File: config.mk
export PLATFORM = sky130hd
export DESIGN_NAME = lfu_cache_table_core
export DESIGN_NICKNAME = d
export VERILOG_FILES = /design/src/sv/lfu_ct_pkg.sv /design/src/sv/lfu_ct_store.sv /design/src/sv/lfu_ct_scan.sv /design/src/sv/lfu_cache_table_core.sv
export SDC_FILE = /design/constraint.sdc
export NUM_CORES = 2
export LEC_CHECK = 0
export BUFFER_PORTS_ARGS = -buffer_cell sky130_fd_sc_hd__buf_2
export CAP_MARGIN = 20
export CORE_ASPECT_RATIO = 0.75
export CORE_MARGIN = 2
export CORE_UTILIZATION = 30
export DETAILED_ROUTE_END_ITERATION = 10
export GPL_ROUTABILITY_DRIVEN = 0
export SYNTH_ARGS = -nofsm -noshare
export SYNTH_HDL_FRONTEND = slang
export SYNTH_HIERARCHICAL = 1
export SYNTH_SLANG_ARGS = --single-unit
File: constraint.sdc
create_clock -name clk_i -period 5.2 [get_ports clk_i]
set_input_delay 1.56 -clock clk_i [delete_from_list [all_inputs] [get_ports clk_i]]
set_output_delay 1.56 -clock clk_i [all_outputs]
set_load 0.05 [all_outputs]
File: src/sv/lfu_ct_pkg.sv
package lfu_ct_pkg;

  localparam int unsigned NumEntries = 16;
  localparam int unsigned IdxW       = $clog2(NumEntries);
  localparam int unsigned OccW       = $clog2(NumEntries + 1);
  localparam int unsigned KeyW       = 16;
  localparam int unsigned ValW       = 31;
  localparam int unsigned CntW       = 16;
  localparam int unsigned RankW      = IdxW;
  localparam int unsigned CapW       = 5;

  localparam logic [CapW-1:0] CapReset = CapW'(NumEntries);
  localparam logic [CntW-1:0] CntMax   = '1;

  localparam logic FuncGet = 1'b0;
  localparam logic FuncPut = 1'b1;

  typedef struct packed {
    logic            func;
    logic [KeyW-1:0] key;
    logic [ValW-1:0] value;
  } lfu_ct_in_t;

  typedef struct packed {
    logic            hit;
    logic [ValW-1:0] read_value;
  } lfu_ct_out_t;

  // One table entry as seen at the read port.
  typedef struct packed {
    logic             valid;
    logic [KeyW-1:0]  key;
    logic [ValW-1:0]  data;
    logic [CntW-1:0]  count;
    logic [RankW-1:0] rank;
  } entry_t;

  typedef enum logic [1:0] {
    UpdNone,
    UpdTouch,
    UpdInsert
  } upd_op_e;

  // Table update issued by the sequencer in its final cycle.
  typedef struct packed {
    upd_op_e          op;
    logic [IdxW-1:0]  slot;
    logic             data_we;
    logic [KeyW-1:0]  key;
    logic [ValW-1:0]  data;
    logic [CntW-1:0]  count;
    logic [RankW-1:0] rank_ref;
    logic             evict;
    logic [RankW-1:0] victim_rank;
  } upd_t;

  // Summary gathered by the scan over all entries.
  typedef struct packed {
    logic             match_found;
    logic [IdxW-1:0]  match_idx;
    logic [ValW-1:0]  match_data;
    logic [CntW-1:0]  match_cnt;
    logic [RankW-1:0] match_rank;
    logic             free_found;
    logic [IdxW-1:0]  free_idx;
    logic             vict_found;
    logic [IdxW-1:0]  vict_idx;
    logic [RankW-1:0] vict_rank;
    logic [OccW-1:0]  occ;
  } scan_res_t;

endpackage

File: src/sv/lfu_ct_store.sv
module lfu_ct_store (
  input  logic                               clk_i,
  input  logic                               rst_ni,
  input  logic [lfu_ct_pkg::IdxW-1:0]        rd_idx_i,
  output lfu_ct_pkg::entry_t                 rd_entry_o,
  input  lfu_ct_pkg::upd_t                   upd_i
);

  logic [lfu_ct_pkg::NumEntries-1:0] valid_q;
  logic [lfu_ct_pkg::KeyW-1:0]       key_q   [lfu_ct_pkg::NumEntries];
  logic [lfu_ct_pkg::ValW-1:0]       data_q  [lfu_ct_pkg::NumEntries];
  logic [lfu_ct_pkg::CntW-1:0]       count_q [lfu_ct_pkg::NumEntries];
  logic [lfu_ct_pkg::RankW-1:0]      rank_q  [lfu_ct_pkg::NumEntries];

  assign rd_entry_o.valid = valid_q[rd_idx_i];
  assign rd_entry_o.key   = key_q[rd_idx_i];
  assign rd_entry_o.data  = data_q[rd_idx_i];
  assign rd_entry_o.count = count_q[rd_idx_i];
  assign rd_entry_o.rank  = rank_q[rd_idx_i];

  always_ff @(posedge clk_i or negedge rst_ni) begin
    if (!rst_ni) begin
      valid_q <= '0;
    end else if (upd_i.op == lfu_ct_pkg::UpdInsert) begin
      valid_q[upd_i.slot] <= 1'b1;
    end
  end

  // Each lane updates its own rank; key, data and count are written at one slot.
  always_ff @(posedge clk_i) begin
    for (int i = 0; i < lfu_ct_pkg::NumEntries; i++) begin
      if (upd_i.slot == lfu_ct_pkg::IdxW'(i)) begin
        if (upd_i.op == lfu_ct_pkg::UpdTouch) begin
          count_q[i] <= upd_i.count;
          rank_q[i]  <= '0;
          if (upd_i.data_we) begin
            data_q[i] <= upd_i.data;
          end
        end else if (upd_i.op == lfu_ct_pkg::UpdInsert) begin
          key_q[i]   <= upd_i.key;
          data_q[i]  <= upd_i.data;
          count_q[i] <= upd_i.count;
          rank_q[i]  <= '0;
        end
      end else if (valid_q[i]) begin
        if (upd_i.op == lfu_ct_pkg::UpdTouch) begin
          if (rank_q[i] < upd_i.rank_ref) begin
            rank_q[i] <= rank_q[i] + 1'b1;
          end
        end else if (upd_i.op == lfu_ct_pkg::UpdInsert) begin
          // Entries older than an evicted one close the gap and then age by one.
          if (!(upd_i.evict && (rank_q[i] > upd_i.victim_rank))) begin
            rank_q[i] <= rank_q[i] + 1'b1;
          end
        end
      end
    end
  end

endmodule

File: src/sv/lfu_ct_scan.sv
module lfu_ct_scan (
  input  logic                          clk_i,
  input  logic                          rst_ni,
  input  logic                          clear_i,
  input  logic                          step_i,
  input  logic [lfu_ct_pkg::IdxW-1:0]   idx_i,
  input  lfu_ct_pkg::entry_t            entry_i,
  input  logic [lfu_ct_pkg::KeyW-1:0]   key_i,
  output lfu_ct_pkg::scan_res_t         res_o
);

  lfu_ct_pkg::scan_res_t        res_q;
  logic [lfu_ct_pkg::CntW-1:0]  vict_cnt_q;
  logic                         is_match;
  logic                         is_victim;

  // The one compare unit: key match and victim ordering for the current entry.
  assign is_match  = entry_i.valid && !res_q.match_found && (entry_i.key == key_i);
  assign is_victim = entry_i.valid &&
                     (!res_q.vict_found || (entry_i.count < vict_cnt_q) ||
                      ((entry_i.count == vict_cnt_q) && (entry_i.rank > res_q.vict_rank)));

  always_ff @(posedge clk_i or negedge rst_ni) begin
    if (!rst_ni) begin
      res_q      <= '0;
      vict_cnt_q <= '0;
    end else if (clear_i) begin
      res_q.match_found <= 1'b0;
      res_q.free_found  <= 1'b0;
      res_q.vict_found  <= 1'b0;
      res_q.occ         <= '0;
    end else if (step_i) begin
      if (entry_i.valid) begin
        res_q.occ <= res_q.occ + 1'b1;
      end
      if (is_match) begin
        res_q.match_found <= 1'b1;
        res_q.match_idx   <= idx_i;
        res_q.match_data  <= entry_i.data;
        res_q.match_cnt   <= entry_i.count;
        res_q.match_rank  <= entry_i.rank;
      end
      if (is_victim) begin
        res_q.vict_found <= 1'b1;
        res_q.vict_idx   <= idx_i;
        res_q.vict_rank  <= entry_i.rank;
        vict_cnt_q       <= entry_i.count;
      end
      if (!entry_i.valid && !res_q.free_found) begin
        res_q.free_found <= 1'b1;
        res_q.free_idx   <= idx_i;
      end
    end
  end

  assign res_o = res_q;

endmodule

File: src/sv/lfu_cache_table_core.sv
// Channel   Direction  Handshake           Payload
// in        input      in_valid_i/stall_o  lfu_ct_in_t   (func, key, value)
// out       output     out_valid_o/stall_i lfu_ct_out_t  (hit, read_value)
// cfg       input      cfg_valid_i/ready_o capacity_in_use, 5 bits
//
// Each item goes through the transfer, a scan that walks the entries one per
// cycle through a single key and victim compare unit, and the update step.
// The input stays stalled from the transfer until the update.
// The update waits while an earlier result is still held and stalled at the
// output. Reset clears all valid bits at once, so no clearing pass is needed,
// and sets the capacity register to 16. The capacity is written only while idle.
module lfu_cache_table_core (
  input  logic                             clk_i,
  input  logic                             rst_ni,
  input  logic                             in_valid_i,
  output logic                             in_stall_o,
  input  lfu_ct_pkg::lfu_ct_in_t           in_data_i,
  output logic                             out_valid_o,
  input  logic                             out_stall_i,
  output lfu_ct_pkg::lfu_ct_out_t          out_data_o,
  input  logic                             cfg_valid_i,
  output logic                             cfg_ready_o,
  input  logic [lfu_ct_pkg::CapW-1:0]      cfg_data_i
);

  typedef enum logic [1:0] {
    StIdle,
    StScan,
    StUpdate
  } state_e;

  state_e                          state_q, state_d;
  logic [lfu_ct_pkg::IdxW-1:0]     idx_q, idx_d;
  logic [lfu_ct_pkg::CapW-1:0]     cap_q, cap_d;
  lfu_ct_pkg::lfu_ct_in_t          item_q, item_d;
  logic                            out_valid_q, out_valid_d;
  lfu_ct_pkg::lfu_ct_out_t         out_data_q, out_data_d;

  lfu_ct_pkg::entry_t              entry;
  lfu_ct_pkg::scan_res_t           scan_res;
  lfu_ct_pkg::upd_t                upd;
  lfu_ct_pkg::lfu_ct_out_t         result;
  logic                            in_xfer;
  logic                            out_free;
  logic                            do_update;
  logic                            evict;
  logic [lfu_ct_pkg::OccW-1:0]     cap_eff;

  assign in_stall_o  = (state_q != StIdle);
  assign in_xfer     = in_valid_i && !in_stall_o;
  // The capacity only changes between items, never under an item in progress.
  assign cfg_ready_o = (state_q == StIdle);
  assign out_valid_o = out_valid_q;
  assign out_data_o  = out_data_q;

  // The output register is free when empty or when its result leaves this cycle.
  assign out_free  = !out_valid_q || !out_stall_i;
  assign do_update = (state_q == StUpdate) && out_free;

  lfu_ct_store u_store (
    .clk_i      (clk_i),
    .rst_ni     (rst_ni),
    .rd_idx_i   (idx_q),
    .rd_entry_o (entry),
    .upd_i      (upd)
  );

  lfu_ct_scan u_scan (
    .clk_i   (clk_i),
    .rst_ni  (rst_ni),
    .clear_i (in_xfer),
    .step_i  (state_q == StScan),
    .idx_i   (idx_q),
    .entry_i (entry),
    .key_i   (item_q.key),
    .res_o   (scan_res)
  );

  // A capacity of zero behaves as one, and anything above the table size as the
  // table size.
  always_comb begin
    if (cap_q == '0) begin
      cap_eff = lfu_ct_pkg::OccW'(1);
    end else if (lfu_ct_pkg::OccW'(cap_q) > lfu_ct_pkg::OccW'(lfu_ct_pkg::NumEntries)) begin
      cap_eff = lfu_ct_pkg::OccW'(lfu_ct_pkg::NumEntries);
    end else begin
      cap_eff = lfu_ct_pkg::OccW'(cap_q);
    end
  end

  assign evict = (scan_res.occ >= cap_eff) && scan_res.vict_found;

  // Build the table update from the scan summary. A hit touches the matched
  // entry; a put of a new key inserts, into the victim's slot when the table is
  // at capacity and otherwise into the lowest free slot.
  always_comb begin
    upd             = '0;
    upd.op          = lfu_ct_pkg::UpdNone;
    upd.key         = item_q.key;
    upd.data        = item_q.value;
    upd.rank_ref    = scan_res.match_rank;
    upd.evict       = evict;
    upd.victim_rank = scan_res.vict_rank;
    if (scan_res.match_found) begin
      upd.slot    = scan_res.match_idx;
      upd.data_we = (item_q.func == lfu_ct_pkg::FuncPut);
      upd.count   = (scan_res.match_cnt == lfu_ct_pkg::CntMax) ?
                    lfu_ct_pkg::CntMax : scan_res.match_cnt + 1'b1;
      if (do_update) begin
        upd.op = lfu_ct_pkg::UpdTouch;
      end
    end else if (item_q.func == lfu_ct_pkg::FuncPut) begin
      upd.slot  = evict ? scan_res.vict_idx : scan_res.free_idx;
      upd.count = lfu_ct_pkg::CntW'(1);
      if (do_update && (evict || scan_res.free_found)) begin
        upd.op = lfu_ct_pkg::UpdInsert;
      end
    end
  end

  // Read data goes out only on a get that hits.
  always_comb begin
    result.hit        = scan_res.match_found;
    result.read_value = '0;
    if (scan_res.match_found && (item_q.func == lfu_ct_pkg::FuncGet)) begin
      result.read_value = scan_res.match_data;
    end
  end

  always_comb begin
    state_d     = state_q;
    idx_d       = idx_q;
    cap_d       = cap_q;
    item_d      = item_q;
    out_valid_d = out_valid_q;
    out_data_d  = out_data_q;

    if (cfg_valid_i && cfg_ready_o) begin
      cap_d = cfg_data_i;
    end
    if (out_valid_q && !out_stall_i) begin
      out_valid_d = 1'b0;
    end

    case (state_q)
      StIdle: begin
        if (in_xfer) begin
          item_d  = in_data_i;
          idx_d   = '0;
          state_d = StScan;
        end
      end
      StScan: begin
        idx_d = idx_q + 1'b1;
        if (idx_q == lfu_ct_pkg::IdxW'(lfu_ct_pkg::NumEntries - 1)) begin
          state_d = StUpdate;
        end
      end
      StUpdate: begin
        if (do_update) begin
          out_valid_d = 1'b1;
          out_data_d  = result;
          state_d     = StIdle;
        end
      end
      default: begin
        state_d = StIdle;
      end
    endcase
  end

  always_ff @(posedge clk_i or negedge rst_ni) begin
    if (!rst_ni) begin
      state_q     <= StIdle;
      idx_q       <= '0;
      cap_q       <= lfu_ct_pkg::CapReset;
      out_valid_q <= 1'b0;
      item_q      <= '0;
      out_data_q  <= '0;
    end else begin
      state_q     <= state_d;
      idx_q       <= idx_d;
      cap_q       <= cap_d;
      out_valid_q <= out_valid_d;
      item_q      <= item_d;
      out_data_q  <= out_data_d;
    end
  end

endmodule

==> reports/metrics.cfg <==
[detailed_routing]
via_per_inst = 5.05
via_count = 28578
drtIter0Drc = 2574
firstDrtPassIters = 5
drc_errors = 0
routed_wl_mm = 132
ant_nets = 0
post_drt_wl_per_cell_um = 23.3

[final_layout]
fin_cells = 5654
ff_latch_area_um2 = 37200
final_layout_size_suffix_gt1_share_pct = 24.8
multi_input_area_um2 = 15400
final_core_util_pct = 34.5
fill_cells = 16775
syn_to_final_growth_pct = 14.7
nets = 3385

[power]
switchingPower_mw = 10.1
p_seq_share_pct = 44.6
p_int_mw = 20.9
netSwitchingFraction_pct = 32.6
power_frac_clock_pct = 28.2
p_comb_share_pct = 27.1
ir_worst_vdd_mv = 0.446
p_leak_nw = 21.4
p_per_area_nw_per_um2 = 506

[timing]
period_minus_slack_ns = 4.67
worst_slew_pin_slew_ns = 1.14
fmax_mhz = 214
slew_violations = 0
setup_tns_ns = 0
skew_ns = 0.0469
hold_viol = 0
period_share_pct = 89.8
setup_viol = 0
rsz0062_at_grt = no
relSlewSlack_pct = 23.8

[critical_path]
critical_path.max_stage_delay_ns = 0.71
start_kind = register
cp_slowest_cell = inv_1
cp.arrival_ns = 5.01
cp.required_ns = 5.54
worstPathCellList = inv_1 > ha_1 > a211o_1 > a311oi_1 > or2_2 > a221o_1 > nand4bb_1 > nand2b_1 > inv_1
crit_family = compound AO/OA/AOI/OAI gates
worst-path-buf-inv = 2
end_kind = register
crit_type = register to register
critPathMaxFanout = 16
critical-path-top-cell-by-count = inv_1

[yosys]
synth_area_per_cell_um2 = 17.8
synth_area_um2 = 53400
yosys_warnings = 6
yosysTopAreaCell = edfxtp_1
ys_seq_area_share_pct = 69.6
netlist.area_leader.share_pct = 60.3
synth.cells.most_frequent = edfxtp_1, mux4_2, dfrtp_1, nand2_1, ha_1
syn-num-nets = 3212
synth-seq-cells = 1271
synth_top_cells_by_area = edfxtp_1, mux4_2, dfrtp_1
ys_types = 62
synth_ff_type = edfxtp_1
synth.most_common_cell = edfxtp_1
synth_edf_count = 1072
synthCells = 2998
async_flop_share_pct = 15.7

[clock_tree]
cts.sinks = 1271
cts_tree = yes
htreeDepth = 3
cts_resized = 0
cts_setup_buffers = 0
cts.path.max_buffers = 3
clk_pin_slew_worst_paths_ns = 0.07
root_buffer = clkbuf_16
cts_buffers = 115
clock_latency_ns = 0.75
cts_hold_buf = 0

[die]
die_x_um = 491
die_y_um = 369
die_area_um2 = 181000
rows = 134
io_pins = 93
start_util_pct = 30.1
core_area_um2 = 177000

[global_routing]
antenna_found_initial = 2
grt_pass1_vias = 28472
grt_max_degree = 117
grtUsageTotal_pct = 14.3
grt-ovfl-total = 0
grt_pass1_wl_mm = 194

[worst_hold_path]
hold_path_class = register to register

[flow_run]
drv_cap = 0

[placement]
place_inst = 5433
dp_hpwl_mm = 81.2
numPortBuffers = 92

[status]
outcome = complete, no violations

worst min-delay path: cells and delay by family (launching register included):
kind | cells | cell delay [ns]
DFF | 1 | 0.34
AOI/OAI and AO/OA | 1 | 0.06
and+or+nand+nor | 1 | 0.04
stage by stage:
| stage | instance area (µm²) | hold WS [ns] | power [mW] | setup slack (ns) |
|---|---|---|---|---|
| finish | 61300 | 0.482 | 31.0 | 0.532 |
| floorplan | 53400 | 0.458 | 19.3 | 0.286 |
| detailed placement | 57300 | 0.468 | 22.5 | 0.369 |
| CTS | 61200 | 0.483 | 31.2 | 0.544 |
| global placement | 57300 | 0.461 | 22.3 | 0.368 |
| global route | 61200 | 0.495 | 32.4 | 0.299 |
cell families after synthesis:
| group | count (synthesis) | share of synthesized area (%) |
|---|---|---|
| muxes | 407 | 14.3 |
| AOI/OAI and AO/OA | 421 | 5.38 |
| buffers and inverters | 247 | 2.01 |
| and+or+nand+nor | 433 | 3.97 |
| DFF | 1271 | 69.6 |
| xor gates and xnor gates | 63 | 1.03 |
| adders and majority gates | 156 | 3.66 |
routing by layer:
layer | vias to the layer above | GRT usage [%] | part of all wire [%]
met5 | - | 0 | 0
met4 | 0 | 2.96 | 1.7
met3 | 151 | 2.99 | 7.1
met2 | 940 | 21.1 | 44
met1 | 15101 | 21.6 | 47
li1 | 12386 | - | -
cell type report:
cell class,instances,area share (%)
multi-input combinational,1480,25.1
sequential,1271,60.7
inverter,105,0.643
antenna,4,0.0163
timing repair buffer,198,2.31
clock buffer,145,5.17
clock inverter,71,1.23
tap,2380,4.86
cell usage in the layout (no fill, tap or decap), types with 94 or more instances in the layout:
cell type  instances
a22oi_1          136
buf_4             94
clkbuf_16        118
dfrtp_1          196
edfxtp_1        1072
ha_1             156
inv_1            105
mux2_2            95
mux4_2           272
nand2_1          185
registers in the layout, indices dropped and copies added (netlist names):
register	flops
u_store/data_q	496
u_store/count_q	256
u_store/key_q	256
u_scan/res_o	75
u_store/rank_q	64
item_q	48
out_data_o	32
u_scan/vict_cnt_q	16
u_store/valid_q	16
cap_q	5
idx_q	4
state_q	2
out_valid_o	1
power groups by stage:
stage               Sequential (mW)  Combinational [mW]  Clock, mW
CTS                            13.9                8.44       8.93
finish                         13.8                8.40       8.75
global route                   14.0                9.06       9.33
detailed placement             14.1                8.41          0
global placement               14.0                8.32          0
floorplan                      13.6                5.67          0
final timing paths:
check,slack [ns],from,end,cells past startpoint
worst min register to register,0.48,out_data_o[15]$_DFFE_PN0P_,out_data_o[15]$_DFFE_PN0P_,2
worst max register to register,0.53,cap_q[4]$_DFFE_PN1P_,u_store/count_q[9][5]$_DFFE_PP_,9
worst min-delay path,0.48,out_data_o[15]$_DFFE_PN0P_,out_data_o[15]$_DFFE_PN0P_,2
max in group asynchronous,3.34,rst_ni,cap_q[4]$_DFFE_PN1P_,2
worst max-delay path,0.53,cap_q[4]$_DFFE_PN1P_,u_store/count_q[9][5]$_DFFE_PP_,9
min in group asynchronous,0.83,rst_ni,item_q[14]$_DFFE_PN0P_,1
Power figures use the tool's default switching activity.
